$ cat src/sv/jfq_pkg.sv
// ----------------------------------------------------------------------------
// Joint feedback qualifier package
// Shared types, register map, status codes and joint limit tables.
// ----------------------------------------------------------------------------
package jfq_pkg;

    localparam int NUM_JOINTS  = 5;
    localparam int NUM_OFFSETS = 5;
    localparam int Q_W         = 20;
    localparam int JOINT_W     = 3;
    localparam int AGE_W       = 20;
    localparam int OFF_W       = 14;
    localparam int THR_W       = 19;
    localparam int MASK_W      = 5;
    localparam int ADDR_W      = 5;
    localparam int DATA_W      = 32;

    localparam logic signed [Q_W-1:0] Q_MAX     = 20'sd524287;
    localparam logic signed [Q_W-1:0] Q_MIN     = -20'sd524288;
    localparam logic signed [Q_W-1:0] FULL_TURN = 20'sd25736;
    localparam logic signed [Q_W-1:0] J1_LOW    = 20'sd0;
    localparam logic signed [Q_W-1:0] J1_HIGH   = 20'sd14336;
    localparam logic [AGE_W-1:0]      MIN_STALE = 20'd10000;

    localparam logic [1:0] ST_OK        = 2'd0;
    localparam logic [1:0] ST_STALE     = 2'd1;
    localparam logic [1:0] ST_NONFINITE = 2'd2;
    localparam logic [1:0] ST_JUMP      = 2'd3;

    localparam logic [2:0] REG_INVERT   = 3'd0;
    localparam logic [2:0] REG_JUMP_THR = 3'd1;
    localparam logic [2:0] REG_STALE    = 3'd2;
    localparam logic [2:0] REG_OFF_A    = 3'd3;
    localparam logic [2:0] REG_OFF_B    = 3'd4;
    localparam logic [2:0] REG_OFF_C    = 3'd5;
    localparam logic [2:0] REG_OFF_D    = 3'd6;
    localparam logic [2:0] REG_OFF_E    = 3'd7;

    localparam logic [JOINT_W-1:0] BIAS_JOINT = 3'd1;

    localparam logic [MASK_W-1:0] RST_INVERT = 5'd0;
    localparam logic [THR_W-1:0]  RST_THR    = 19'd123;
    localparam logic [AGE_W-1:0]  RST_STALE  = 20'd50000;
    localparam logic [OFF_W-1:0]  RST_OFF_A  = -14'sd82;
    localparam logic [OFF_W-1:0]  RST_OFF_B  = 14'sd573;
    localparam logic [OFF_W-1:0]  RST_OFF_C  = 14'sd410;
    localparam logic [OFF_W-1:0]  RST_OFF_D  = 14'sd1479;
    localparam logic [OFF_W-1:0]  RST_OFF_E  = 14'sd0;

    typedef struct packed {
        logic [JOINT_W-1:0]     joint;
        logic                   has_sample;
        logic [AGE_W-1:0]       age_us;
        logic                   sample_finite;
        logic signed [Q_W-1:0]  raw_position;
        logic signed [Q_W-1:0]  raw_velocity;
        logic signed [Q_W-1:0]  raw_torque;
    } t_in;

    typedef struct packed {
        logic signed [Q_W-1:0]  position;
        logic signed [Q_W-1:0]  velocity;
        logic signed [Q_W-1:0]  torque;
        logic                   valid_res;
        logic [1:0]             status;
    } t_out;

    typedef struct packed {
        logic [MASK_W-1:0]                  invert_mask;
        logic [THR_W-1:0]                   jump_threshold;
        logic [AGE_W-1:0]                   stale_limit_us;
        logic [NUM_OFFSETS-1:0][OFF_W-1:0]  offset;
    } t_cfg;

    typedef struct packed {
        logic                   valid;
        logic signed [Q_W-1:0]  position;
        logic signed [Q_W-1:0]  velocity;
        logic signed [Q_W-1:0]  torque;
    } t_held;

    typedef struct packed {
        logic hold_we;
        logic bias_we;
        logic bias_set;
    } t_upd;

    function automatic logic signed [Q_W-1:0] lim_low(input logic [JOINT_W-1:0] j);
        logic signed [Q_W-1:0] v;
        unique case (j)
            3'd0:    v = -20'sd17157;
            3'd1:    v = 20'sd0;
            3'd2:    v = -20'sd12288;
            3'd3:    v = -20'sd8192;
            3'd4:    v = -20'sd12868;
            default: v = 20'sd0;
        endcase
        return v;
    endfunction

    function automatic logic signed [Q_W-1:0] lim_high(input logic [JOINT_W-1:0] j);
        logic signed [Q_W-1:0] v;
        unique case (j)
            3'd0:    v = 20'sd17157;
            3'd1:    v = 20'sd14336;
            3'd2:    v = 20'sd614;
            3'd3:    v = 20'sd6431;
            3'd4:    v = 20'sd12868;
            default: v = 20'sd0;
        endcase
        return v;
    endfunction

endpackage

$ cat src/sv/jfq_regs.sv
// ----------------------------------------------------------------------------
// Joint feedback qualifier configuration registers
// APB-style register file holding the sign mask, thresholds and zero offsets.
// ----------------------------------------------------------------------------
module jfq_regs (
    input  logic                          i_clk,
    input  logic                          i_rst_n,
    input  logic                          psel,
    input  logic                          penable,
    input  logic                          pwrite,
    input  logic [jfq_pkg::ADDR_W-1:0]    paddr,
    input  logic [jfq_pkg::DATA_W-1:0]    pwdata,
    output logic [jfq_pkg::DATA_W-1:0]    prdata,
    output logic                          pready,
    output jfq_pkg::t_cfg                 o_cfg
);

    jfq_pkg::t_cfg r_cfg;
    logic [2:0]    idx;
    logic          wr_en;

    assign idx    = paddr[4:2];
    assign wr_en  = psel & penable & pwrite;
    assign pready = 1'b1;
    assign o_cfg  = r_cfg;

    always_ff @(posedge i_clk) begin
        if (!i_rst_n) begin
            r_cfg.invert_mask    <= jfq_pkg::RST_INVERT;
            r_cfg.jump_threshold <= jfq_pkg::RST_THR;
            r_cfg.stale_limit_us <= jfq_pkg::RST_STALE;
            r_cfg.offset[0]      <= jfq_pkg::RST_OFF_A;
            r_cfg.offset[1]      <= jfq_pkg::RST_OFF_B;
            r_cfg.offset[2]      <= jfq_pkg::RST_OFF_C;
            r_cfg.offset[3]      <= jfq_pkg::RST_OFF_D;
            r_cfg.offset[4]      <= jfq_pkg::RST_OFF_E;
        end else if (wr_en) begin
            unique case (idx)
                jfq_pkg::REG_INVERT:   r_cfg.invert_mask    <= pwdata[jfq_pkg::MASK_W-1:0];
                jfq_pkg::REG_JUMP_THR: r_cfg.jump_threshold <= pwdata[jfq_pkg::THR_W-1:0];
                jfq_pkg::REG_STALE:    r_cfg.stale_limit_us <= pwdata[jfq_pkg::AGE_W-1:0];
                jfq_pkg::REG_OFF_A:    r_cfg.offset[0]      <= pwdata[jfq_pkg::OFF_W-1:0];
                jfq_pkg::REG_OFF_B:    r_cfg.offset[1]      <= pwdata[jfq_pkg::OFF_W-1:0];
                jfq_pkg::REG_OFF_C:    r_cfg.offset[2]      <= pwdata[jfq_pkg::OFF_W-1:0];
                jfq_pkg::REG_OFF_D:    r_cfg.offset[3]      <= pwdata[jfq_pkg::OFF_W-1:0];
                jfq_pkg::REG_OFF_E:    r_cfg.offset[4]      <= pwdata[jfq_pkg::OFF_W-1:0];
                default:               r_cfg                <= r_cfg;
            endcase
        end
    end

    always_comb begin
        unique case (idx)
            jfq_pkg::REG_INVERT:   prdata = 32'(r_cfg.invert_mask);
            jfq_pkg::REG_JUMP_THR: prdata = 32'(r_cfg.jump_threshold);
            jfq_pkg::REG_STALE:    prdata = 32'(r_cfg.stale_limit_us);
            jfq_pkg::REG_OFF_A:    prdata = 32'(r_cfg.offset[0]);
            jfq_pkg::REG_OFF_B:    prdata = 32'(r_cfg.offset[1]);
            jfq_pkg::REG_OFF_C:    prdata = 32'(r_cfg.offset[2]);
            jfq_pkg::REG_OFF_D:    prdata = 32'(r_cfg.offset[3]);
            jfq_pkg::REG_OFF_E:    prdata = 32'(r_cfg.offset[4]);
            default:               prdata = '0;
        endcase
    end

endmodule

$ cat src/sv/jfq_core.sv
// ----------------------------------------------------------------------------
// Joint feedback qualifier datapath
// Maps one sample, checks age, finiteness and position jump, and selects
// the new joint state, the held state, or zeros for an out-of-range joint.
// ----------------------------------------------------------------------------
module jfq_core (
    input  jfq_pkg::t_in    i_item,
    input  logic            i_in_range,
    input  jfq_pkg::t_cfg   i_cfg,
    input  jfq_pkg::t_held  i_held,
    input  logic            i_bias_decided,
    input  logic            i_bias_set,
    output jfq_pkg::t_out   o_res,
    output jfq_pkg::t_upd   o_upd
);

    logic [7:0]            mask_ext;
    logic                  inv;
    logic signed [13:0]    off;
    logic signed [20:0]    rp_s;
    logic signed [20:0]    rp_n;
    logic signed [21:0]    base;
    logic signed [21:0]    q_pre;
    logic signed [21:0]    q_lo;
    logic signed [21:0]    q_hi;
    logic signed [21:0]    q_clamp;
    logic signed [19:0]    q;
    logic signed [19:0]    lo;
    logic signed [19:0]    hi;
    logic signed [19:0]    dq;
    logic signed [19:0]    tau;
    logic signed [20:0]    diff;
    logic [20:0]           diff_abs;
    logic [19:0]           age_lim;
    logic                  is_bias_joint;
    logic                  deciding;
    logic                  new_bias;
    logic                  eff_bias;
    logic                  stale;
    logic                  jump;

    assign mask_ext      = {3'b000, i_cfg.invert_mask};
    assign inv           = mask_ext[i_item.joint];
    assign is_bias_joint = (i_item.joint == jfq_pkg::BIAS_JOINT);

    always_comb begin
        if (i_item.joint < 3'(jfq_pkg::NUM_OFFSETS)) begin
            off = $signed(i_cfg.offset[i_item.joint]);
        end else begin
            off = '0;
        end
    end

    assign rp_s = {i_item.raw_position[19], i_item.raw_position};
    assign rp_n = -rp_s;
    assign base = inv ? ({rp_n[20], rp_n} - {{8{off[13]}}, off})
                      : ({rp_s[20], rp_s} - {{8{off[13]}}, off});

    assign deciding = i_in_range & is_bias_joint & i_item.has_sample & ~i_bias_decided;
    assign new_bias = i_item.sample_finite
                    & (base >= $signed({{2{jfq_pkg::J1_LOW[19]}}, jfq_pkg::J1_LOW}
                                       - {2'b00, jfq_pkg::FULL_TURN}))
                    & (base <= $signed({{2{jfq_pkg::J1_HIGH[19]}}, jfq_pkg::J1_HIGH}
                                       - {2'b00, jfq_pkg::FULL_TURN}));
    assign eff_bias = deciding ? new_bias : i_bias_set;

    assign q_pre = (is_bias_joint && eff_bias) ? base + {2'b00, jfq_pkg::FULL_TURN} : base;
    assign lo    = jfq_pkg::lim_low(i_item.joint);
    assign hi    = jfq_pkg::lim_high(i_item.joint);
    assign q_lo  = {{2{lo[19]}}, lo};
    assign q_hi  = {{2{hi[19]}}, hi};

    always_comb begin
        if (q_pre < q_lo) begin
            q_clamp = q_lo;
        end else if (q_pre > q_hi) begin
            q_clamp = q_hi;
        end else begin
            q_clamp = q_pre;
        end
    end
    assign q = q_clamp[19:0];

    always_comb begin
        if (!inv) begin
            dq = i_item.raw_velocity;
        end else if (i_item.raw_velocity == jfq_pkg::Q_MIN) begin
            dq = jfq_pkg::Q_MAX;
        end else begin
            dq = -i_item.raw_velocity;
        end
        if (!inv) begin
            tau = i_item.raw_torque;
        end else if (i_item.raw_torque == jfq_pkg::Q_MIN) begin
            tau = jfq_pkg::Q_MAX;
        end else begin
            tau = -i_item.raw_torque;
        end
    end

    assign diff     = {i_held.position[19], i_held.position} - {q[19], q};
    assign diff_abs = diff[20] ? 21'(-diff) : 21'(diff);
    assign jump     = i_held.valid & (diff_abs > {2'b00, i_cfg.jump_threshold});

    assign age_lim = (i_cfg.stale_limit_us < jfq_pkg::MIN_STALE) ? jfq_pkg::MIN_STALE
                                                                  : i_cfg.stale_limit_us;
    assign stale   = ~i_item.has_sample | (i_item.age_us > age_lim);

    always_comb begin
        o_res.position  = i_held.position;
        o_res.velocity  = i_held.velocity;
        o_res.torque    = i_held.torque;
        o_res.valid_res = 1'b0;
        o_res.status    = jfq_pkg::ST_STALE;
        o_upd.hold_we   = 1'b0;
        o_upd.bias_we   = deciding;
        o_upd.bias_set  = new_bias;
        priority if (!i_in_range) begin
            o_res.position = '0;
            o_res.velocity = '0;
            o_res.torque   = '0;
        end else if (stale) begin
            o_res.status = jfq_pkg::ST_STALE;
        end else if (!i_item.sample_finite) begin
            o_res.status = jfq_pkg::ST_NONFINITE;
        end else if (jump) begin
            o_res.status = jfq_pkg::ST_JUMP;
        end else begin
            o_res.position  = q;
            o_res.velocity  = dq;
            o_res.torque    = tau;
            o_res.valid_res = 1'b1;
            o_res.status    = jfq_pkg::ST_OK;
            o_upd.hold_we   = 1'b1;
        end
    end

endmodule

$ cat src/sv/joint_feedback_qualifier.sv
// ----------------------------------------------------------------------------
// Joint feedback qualifier
// A transfer passes the input register, then the result register;
// throughput one transfer per cycle while the receiver takes results, set by the
// single mapping and jump-check pass between the two registers.
// Reset clears held valid bits, the turn bias decision, the handshake state
// and the configuration registers to their defaults.
// ----------------------------------------------------------------------------
module joint_feedback_qualifier #(
    parameter int NUM_JOINTS = jfq_pkg::NUM_JOINTS
) (
    input  logic                          i_clk,
    input  logic                          i_rst_n,
    input  logic                          i_in_valid,
    output logic                          o_in_ready,
    input  jfq_pkg::t_in                  i_in_data,
    output logic                          o_out_valid,
    input  logic                          i_out_ready,
    output jfq_pkg::t_out                 o_out_data,
    input  logic                          psel,
    input  logic                          penable,
    input  logic                          pwrite,
    input  logic [jfq_pkg::ADDR_W-1:0]    paddr,
    input  logic [jfq_pkg::DATA_W-1:0]    pwdata,
    output logic [jfq_pkg::DATA_W-1:0]    prdata,
    output logic                          pready
);

    localparam int IDX_W = (NUM_JOINTS > 1) ? $clog2(NUM_JOINTS) : 1;
    localparam logic [jfq_pkg::JOINT_W-1:0] JOINT_CNT = jfq_pkg::JOINT_W'(NUM_JOINTS);

    jfq_pkg::t_cfg          cfg;
    jfq_pkg::t_in           r_in;
    logic                   r_in_valid;
    jfq_pkg::t_out          r_out;
    logic                   r_out_valid;
    logic                   r_bias_decided;
    logic                   r_bias_set;
    logic [NUM_JOINTS-1:0]  r_held_valid;
    logic signed [19:0]     r_held_pos [NUM_JOINTS];
    logic signed [19:0]     r_held_vel [NUM_JOINTS];
    logic signed [19:0]     r_held_tau [NUM_JOINTS];

    jfq_pkg::t_held         held;
    jfq_pkg::t_out          res;
    jfq_pkg::t_upd          upd;
    logic                   in_range;
    logic [IDX_W-1:0]       idx;
    logic                   fire;

    jfq_regs u_regs (
        .i_clk   (i_clk),
        .i_rst_n (i_rst_n),
        .psel    (psel),
        .penable (penable),
        .pwrite  (pwrite),
        .paddr   (paddr),
        .pwdata  (pwdata),
        .prdata  (prdata),
        .pready  (pready),
        .o_cfg   (cfg)
    );

    assign fire       = r_in_valid & (~r_out_valid | i_out_ready);
    assign o_in_ready = ~r_in_valid | fire;
    assign in_range   = (r_in.joint < JOINT_CNT);
    assign idx        = r_in.joint[IDX_W-1:0];

    always_comb begin
        if (in_range && r_held_valid[idx]) begin
            held.valid    = 1'b1;
            held.position = r_held_pos[idx];
            held.velocity = r_held_vel[idx];
            held.torque   = r_held_tau[idx];
        end else begin
            held = '0;
        end
    end

    jfq_core u_core (
        .i_item         (r_in),
        .i_in_range     (in_range),
        .i_cfg          (cfg),
        .i_held         (held),
        .i_bias_decided (r_bias_decided),
        .i_bias_set     (r_bias_set),
        .o_res          (res),
        .o_upd          (upd)
    );

    always_ff @(posedge i_clk) begin
        if (!i_rst_n) begin
            r_in_valid <= 1'b0;
        end else if (i_in_valid && o_in_ready) begin
            r_in_valid <= 1'b1;
        end else if (fire) begin
            r_in_valid <= 1'b0;
        end
    end

    always_ff @(posedge i_clk) begin
        if (i_in_valid && o_in_ready) begin
            r_in <= i_in_data;
        end
    end

    always_ff @(posedge i_clk) begin
        if (!i_rst_n) begin
            r_out_valid <= 1'b0;
        end else if (fire) begin
            r_out_valid <= 1'b1;
        end else if (i_out_ready) begin
            r_out_valid <= 1'b0;
        end
    end

    always_ff @(posedge i_clk) begin
        if (fire) begin
            r_out <= res;
        end
    end

    always_ff @(posedge i_clk) begin
        if (!i_rst_n) begin
            r_bias_decided <= 1'b0;
            r_bias_set     <= 1'b0;
            r_held_valid   <= '0;
        end else if (fire) begin
            if (upd.bias_we) begin
                r_bias_decided <= 1'b1;
                r_bias_set     <= upd.bias_set;
            end
            if (upd.hold_we) begin
                r_held_valid[idx] <= 1'b1;
            end
        end
    end

    always_ff @(posedge i_clk) begin
        if (fire && upd.hold_we) begin
            r_held_pos[idx] <= res.position;
            r_held_vel[idx] <= res.velocity;
            r_held_tau[idx] <= res.torque;
        end
    end

    assign o_out_valid = r_out_valid;
    assign o_out_data  = r_out;

endmodule

$ cat config.mk
export PLATFORM = sky130hd
export DESIGN_NAME = joint_feedback_qualifier
export DESIGN_NICKNAME = d
export VERILOG_FILES = /design/src/sv/jfq_pkg.sv /design/src/sv/jfq_regs.sv /design/src/sv/jfq_core.sv /design/src/sv/joint_feedback_qualifier.sv
export SDC_FILE = /design/constraint.sdc
export NUM_CORES = 1
export LEC_CHECK = 0
export BUFFER_PORTS_ARGS = -buffer_cell sky130_fd_sc_hd__buf_2
export CAP_MARGIN = 15
export CORE_ASPECT_RATIO = 0.7
export CORE_UTILIZATION = 28
export DETAILED_ROUTE_END_ITERATION = 6
export PLACE_DENSITY = 0.45
export RECOVER_POWER = 50
export SLEW_MARGIN = 40
export SYNTH_ARGS = -nofsm -noshare
export SYNTH_HDL_FRONTEND = slang
export SYNTH_SLANG_ARGS = --single-unit
$ cat constraint.sdc
create_clock -name i_clk -period 23.1 [get_ports i_clk]
set_input_delay 4.62 -clock i_clk [delete_from_list [all_inputs] [get_ports i_clk]]
set_output_delay 4.62 -clock i_clk [all_outputs]
set_load 0.005 [all_outputs]
==> results.md, run 1 <==
* Design Power at around 0.0028 W
* Max Freq at 51.5 MHz
* Vias at approximately 22,000
* Largest family of logic cells by synthesized area: compound AO/OA/AOI/OAI gates
* Cell with the most instances after synthesis: edfxtp_1
* Failing checks: max-capacitance violations, max-slew violations
* Total CTS buffers at 66
* Vias per cell at 5.06
* Crit Path Class: reg -> reg
* # rows at around 100
* Flops & latches, synth at 574
* CTS Hold Bufs at 0
* Die Ht at ~280 um
* Bufs on Longest Clock Path at 3
* Period utilisation layout at 84.0%
* First-pass GRT wire length at 145,000 um
* Initial antenna violation count at 1
* Worst EP required at around 23 ns
* DIE AREA at around 110,000 sq um
* Main flop type after synthesis: edfxtp_1
* Simple-gate share of the synthesized area at 13.1%
* Root Buffer: clkbuf_16
* TNS Setup at 0 ns
* Worst-margin pin slew at ~4.0 ns
* Maximum fanout along the worst path at 35
* Share of post-route cells with drive strength above 1 at 13.9%
* DPL Wire Length at just under 70,000 um
* Post-route minimum period at approximately 19 ns
* Post-synth EDFFs at 448
* Worst min-delay path class: reg -> reg
* CP endpoint kind: flip-flop
* Setup Buffers After CTS at 0
* Status: finished with violations
* DRC errors left at 0
* Nets at between 3,000 and 4,000
* RSZ-0062 raised after global routing: no
* H-tree Lvls at 3
* Final setup fails at 0
* Vias in the first global route at 21,500
* Drt wl/cell at roughly 22 um
* Die Wd at around 400 um
* Clock Sinks at about 570
* Arrival time worst endpoint at 19.67 ns
* Worst VDD drop at around 0.051 mV
* Pin count of the biggest net entering global routing at 83
* I/O Buffers at ~200
* Later-pin clock latency in the skew report at 0.65 ns
* Initial DRC Count at around 1,800
* Mapped Cells at between 2,000 and 3,000
* Mapped Area at roughly 31,000 sq um
* Slew margin rel. at -168%
* Synth warn at 0
* Routed wire length at ~100,000 um
* Post-synth cell types at approximately 110
* Most used cell, CP: o21a_1
* Critical path startpoint category: flip-flop
* Synth Area in Adders at under 10%
* Mean Syn Cell Area at ~11 sq um
* Synth top area share at 43.2%
* DRT Pass-1 Iters at 5
* Post-CTS sizing at 0
* CTS clock-pin slew for the worst setup and hold paths at approximately 0.06 ns
* Fill cell total of the finished layout at between 10,000 and 15,000
* Post-Synth XOR/XNOR Area at under 10%
* GPL Wtd Cong at about 0.84
* Tot GR Track Use at approximately 17%
* Initial Util at between 20% and 30%
* I/O pin cnt at between 200 and 250
* Max-cap viol count at 9
* CTS tree: built
* GRT overflow at 0
* CP peak stage delay at between 2 and 2.5 ns
* Routed Antenna Nets at 0
* Compound-Gate Fraction of Synth Area at between 10 and 15%
* Pleak at 12.9 nW
* Sequential area share after synthesis at between 50% and 60%
* Yosys top cell by area: edfxtp_1
* Area grow syn2layout at 15.0%
* Core area at approximately 110,000 sq um
* P per Cell Area at 78.7 nW/um^2
* Max Slew Vio Count at 352
* Asr flop ratio synth at 0%
* Clock skew at ~0.041 ns
* Synth cell count leaders: edfxtp_1 (448), nand2_1 (350), ha_1 (156)
* Multiplexer area fraction after synthesis at under 10%
* Area contributors post-synth: edfxtp_1 (43%), dfxtp_1 (8.1%), ha_1 (6.3%), mux4_2 (6.1%), nand2_1 (4.2%)
* Final hold violations at 0
* Critical path's slowest cell: a2111oi_0
==> placed cells by master (no fill, tap or decap), types with 24 or more instances in the layout <==
cell type / instances
o21a_1: 48
nor2_1: 131
dfxtp_1: 123
xor2_1: 25
nor3_1: 84
nand3_1: 67
nor2b_1: 49
a21boi_0: 76
clkbuf_16: 69
inv_1: 101
mux4_2: 84
ha_1: 156
xnor2_1: 64
buf_2: 103
a21oi_1: 110
nand2b_1: 30
a21o_1: 38
clkbuf_1: 114
or3_1: 26
o211ai_1: 24
buf_4: 29
edfxtp_1: 448
o21ai_0: 122
a31oi_1: 24
nand2_1: 350
mux2i_1: 75
==> worst paths after layout <==
check	cells after the start	slack (ns)	startpoint	endpoint
min	2	0.47	u_regs.o_cfg[101]	u_regs.o_cfg[101]
max reg2reg	54	3.69	idx[1]	r_held_vel[0][5]
min reg2reg	2	0.47	u_regs.o_cfg[101]	u_regs.o_cfg[101]
max	54	3.69	idx[1]	r_held_vel[0][5]
==> kinds of logic (layout without fill, tap and decap cells) <==
| logic type | after synthesis | after routing |
|---|---|---|
| buffers and inverters | 258 | 471 |
| multiplexers | 178 | 178 |
| other | 2 | 14 |
| AO/OA/AOI/OAI | 630 | 630 |
| AND/OR/NAND/NOR | 863 | 863 |
| XOR/XNOR | 89 | 89 |
| adder cells (fa/ha/maj) | 159 | 159 |
| flip-flops | 574 | 574 |
==> flip-flops by register name (all words and copies together) (netlist names), named ones only <==
name and cells:
r_held_valid 5, r_bias_set 1, r_held_pos 100, r_in 82
o_out_valid 1, u_regs.o_cfg 114, r_in_valid 1, r_held_vel 100
r_held_tau 100, idx 3, r_bias_decided 1, o_out_data 63
==> per-layer routing <==
layer  global-route usage [%]  up-vias  wire [um]
li1                         -    10700          -
met2                     24.2      623      40300
met5                        0        -          0
met1                     25.6    11000      48200
met3                     4.63      104       7590
met4                     3.97        0       1850
==> power by group <==
group          leakage, nW  internal (W)  switching, W
combinational         6.51      0.000241      0.000370
sequential            5.35       0.00113     0.0000169
clock                 1.05      0.000611      0.000451
total                 12.9       0.00198      0.000838
==> stage by stage <==
step	cell area [sq um]	hold slack, ns	setup slack, ns	instances	util, %
global route	35800	0.489	2.50	4419	32.8
floorplan	31200	0.435	5.73	2764	-
global placement	33700	0.446	5.43	4293	30.9
finish	35800	0.465	3.69	4420	32.8
detailed placement	33800	0.452	5.88	4296	31.0
CTS	36000	0.465	5.82	4418	32.9
==> cell type report <==
class / instances / area, sq um / area share, %
multi-input cells: 1932 / 14200 / 39.7
diodes: 1 / 2.50 / 0.00699
repair buffers: 243 / 1240 / 3.46
well taps: 1442 / 1800 / 5.04
inverters: 106 / 399 / 1.11
clock buffers: 91 / 1850 / 5.16
clock inverters: 31 / 305 / 0.852
flip-flops and latches: 574 / 16000 / 44.6
==> critical path, delay by kind of cell, from the launching register on <==
kind                       cells  cell delay, ns
AOI/OAI and AO/OA             30            9.06
adders and majority gates      6            1.89
buffers and inverters          4            1.42
DFF                            1            0.77
and+or+nand+nor               14            5.79
Note: power is estimated with default switching activity, not from simulation.
==> run 2, diff against run 1 <==
Settings changed: ABC_AREA set to 1.
Clock period 23.1 ns to 19.65 ns, I/O delays scaled along.
==> run 2 against run 1 <==
The flow still finishes with violations (max-capacitance violations, max-slew violations); first-iteration DRC count is 32% higher; non-clock buffer count grew 4; power up 21%; worst hold slack got worse by 0.014 ns; global-route usage increased by 0.54 points; cell count increased by 19%; sequential share of layout area is 0.18 points lower; via count up 14%; setup slack worse by 1.0 ns; maximum frequency is 14% higher; synthesized cell count is 30% higher; largest cell class unchanged.
==> results.md, run 2 <==
* Worst EP required at 19.90 ns (-3.46 ns)
* Clock Sinks at 574 (unchanged)
* Pleak at 14.8 nW (+14%)
* Synth warn at 0 (unchanged)
* I/O Buffers at 199 (unchanged)
* Placement Setup Slack at 3.59 ns (-2.29 ns)
* P per Cell Area at 95.1 nW/um^2 (+21%)
* Hold WS at 0.451 ns (-0.0143 ns)
* Initial antenna violation count at 3 (+2)
* Max Freq at 58.8 MHz (+14%)
* Flops & latches, synth at 574 (unchanged)
* CTS clock-pin slew for the worst setup and hold paths at 0.06 ns (about the same)
* Leading cell type in the layout, fill and taps excluded: nand2_1
* CP Capture Point: r_held_vel[0][2]
* Failing checks: max-capacitance violations, max-slew violations
* Arrival time worst endpoint at 17.25 ns (-2.42 ns)
* Clock power share at 36.1% (-1.6 points)
* Synth cell count leaders: nand2_1 (889), edfxtp_1 (448), inv_1 (377)
* Vias at 25,600 (+14%)
* RSZ-0062 raised after global routing: no
* Dpl cell area at 34,000 sq um (+0.37%)
* Share of post-route cells with drive strength above 1 at 8.07% (-5.8 points)
* Net Sw Frac at 32.4% (+2.7 points)
* H-tree Lvls at 3 (unchanged)
* I/O pin cnt at 227 (unchanged)
* Maximum fanout along the worst path at 28 (-20%)
* Yosys top cell by area: edfxtp_1
* Critical path's slowest cell: clkbuf_1
* Asr flop ratio synth at 0% (unchanged)
* Crit Path Class: reg -> reg
* Slew margin rel. at -193% (-25 points)
* Routing usage on met3 at 2.55% (-2.1 points)
* Design Area, Final at 35,900 sq um (+0.35%)
* # rows at 102 (+0.99%)
* Vias per cell at 4.86 (-4.0%)
* DPL Wire Length at 71,400 um (+5.2%)
* Vias in the first global route at 23,800 (+11%)
* Most used cell, CP: nand2_1
* CP endpoint kind: flip-flop
* Combinational share of power at 24.6% (+2.9 points)
* Net switching power at 0.00111 W (+32%)
* Setup Buffers After CTS at 0 (unchanged)
* Routed Antenna Nets at 0 (unchanged)
* Nets at 4,044 (+26%)
* R2R depth at 84 (+56%)
* Core area at 111,000 sq um (+1.5%)
* Final worst slack at 2.65 ns (-1.04 ns)
* Worst-margin pin slew at 4.39 ns (+0.372 ns)
* Later-pin clock latency in the skew report at 0.63 ns (-0.02 ns)
* Cell with the most instances after synthesis: nand2_1
* Commonest cells after routing, fill and taps aside: nand2_1 (889), edfxtp_1 (448), inv_1 (369)
* DRC errors left at 0 (unchanged)
* First-pass GRT wire length at 153,000 um (+5.7%)
* FF-to-FF Start: idx[2]
* DIE AREA at 114,000 sq um (+0.81%)
* Pin count of the biggest net entering global routing at 74 (-11%)
* Clock skew at 0.0375 ns (-0.00361 ns)
* Hold path depth at 2 (unchanged)
* Initial Util at 28.3% (-0.18 points)
* Max Slew Vio Count at 254 (-28%)
* TNS Setup at 0 ns (unchanged)
* Largest register FFs at 114 (unchanged)
* CP peak stage delay at 0.82 ns (-1.25 ns)
* Routed wire length at 102,000 um (+4.3%)
* Worst Setup SP: idx[2]
* Synth top area share at 42.8% (-0.35 points)
* Root Buffer: clkbuf_16
* Register area at 16,000 sq um (about the same)
* Status: finished with violations
* CTS tree: built
* Internal cell power at 0.00231 W (+17%)
* Worst min-delay path class: reg -> reg
* Mapped Area at 31,400 sq um (+0.82%)
* Multi-input logic area at 13,300 sq um (-6.4%)
* Sequential power share at 39.3% (-1.3 points)
* DRT Pass-1 Iters at 6 (+1)
* Area contributors post-synth: edfxtp_1 (43%), nand2_1 (11%), dfxtp_1 (8.0%), ha_1 (6.2%), inv_1 (4.5%)
* Final hold violations at 0 (unchanged)
* Fill cell total of the finished layout at 11,700 (+5.9%)
* Total CTS buffers at 66 (unchanged)
* Die Wd at 402 um (+0.41%)
* Initial DRC Count at 2,324 (+32%)
* CTS Hold Bufs at 0 (unchanged)
* Tot GR Track Use at 17.7% (+0.54 points)
* Post-CTS sizing at 0 (unchanged)
* Period utilisation layout at 86.5% (+2.5 points)
* GRT Max-Usage Layer: met1
* Main flop type after synthesis: edfxtp_1
* Worst VDD drop at 0.0633 mV (+24%)
* Sequential area share after synthesis at 50.9% (-0.42 points)
* M1 GR Usage at 27.3% (+1.7 points)
* Die Ht at 282 um (+0.41%)
* Final setup fails at 0 (unchanged)
* Worst R2R End: r_held_vel[0][2]
* GPL Wtd Cong at 0.900 (+7.0%)
* Bufs on Longest Clock Path at 3 (unchanged)
* Mean Syn Cell Area at 8.77 sq um (-22%)
* Mapped Cells at 3,581 (+30%)
* Critical path startpoint category: flip-flop
* Met2 Usage GRT at 25.4% (+1.2 points)
* Max-cap viol count at 5 (-4)
* Post-synth cell types at 63 (-42%)
* Post-synth EDFFs at 448 (unchanged)
* Post-route minimum period at 17.00 ns (-2.41 ns)
* Area grow syn2layout at 14.5%
* GRT overflow at 0 (unchanged)
* Util after Layout at 32.4% (-0.36 points)
* Drt wl/cell at 19.4 um (-12%)
* Worst R2R Setup Slack at 2.65 ns (-1.04 ns)
## run 2: changes by cell type after synthesis, moves of 49 or more
cell      delta
nor2_1     +176
xnor2_1     -51
nand3_1    +151
a21oi_1    +106
nor2b_1     -49
inv_1      +275
nand2_1    +539
o21ai_0     +84
mux4_2      -84
a21boi_0    -74
mux2i_1     -75
## run 2: layout make-up
cell class	instances	area share, %
repair buffers	247	3.41
multi-input cells	2477	37.1
well taps	1456	5.07
clock inverters	32	0.936
diodes	1	0.00696
inverters	390	4.10
flip-flops and latches	574	44.5
clock buffers	86	4.95
## run 2: cell families after synthesis
kind of cell / count (synthesis) / share of synthesized area, %
other: 2 / 0.0239
AND/OR/NAND/NOR: 1567 / 20.9
XOR/XNOR: 76 / 2.12
flip-flops: 574 / 50.9
AO/OA/AOI/OAI: 662 / 12.8
buffers and inverters: 541 / 6.85
adder cells (fa/ha/maj): 159 / 6.41
## run 2: worst min path at each step
stage	start	end	slack (ns)
3_3_place_gp	r_held_valid[1]	r_held_valid[1]	0.44
3_5_place_dp	r_held_valid[0]	r_held_valid[0]	0.45
5_1_grt	r_held_valid[2]	r_held_valid[2]	0.47
4_1_cts	r_held_valid[0]	r_held_valid[0]	0.45
2_1_floorplan	r_held_valid[0]	r_held_valid[0]	0.43
6_report	r_held_valid[0]	r_held_valid[0]	0.45
## run 2: per-stage QoR
| stage | cells | total power (W) |
|---|---|---|
| 2_1_floorplan | 3592 | 0.00195 |
| 3_3_place_gp | 5141 | 0.00220 |
| 3_5_place_dp | 5142 | 0.00220 |
| 4_1_cts | 5260 | 0.00345 |
| 5_1_grt | 5262 | 0.00361 |
| 6_report | 5263 | 0.00342 |
## run 2: per-layer routing
layer | share of wire [%] | up-vias
met4 | 2.0 | 0
met2 | 41 | 637
met3 | 5.2 | 95
met1 | 52 | 12200
li1 | - | 12600
met5 | 0 | -
## run 2: worst max-delay path: cells and delay by family (launching register included)
family | cells | cell delay (ns)
AO/OA/AOI/OAI | 15 | 2.55
adder cells (fa/ha/maj) | 5 | 1.95
buffers and inverters | 14 | 4.62
XOR/XNOR | 3 | 0.56
flip-flops | 1 | 0.52
AND/OR/NAND/NOR | 47 | 6.25
## run 2: power by group through the flow
stage / Combinational, W / Clock [W] / Sequential [W]
after global placement: 0.000828 / 0 / 0.00137
after detailed placement: 0.000831 / 0 / 0.00137
final: 0.000841 / 0.00123 / 0.00134
after floorplan: 0.000587 / 0 / 0.00136
after global routing: 0.000953 / 0.00131 / 0.00135
after CTS: 0.000838 / 0.00127 / 0.00134
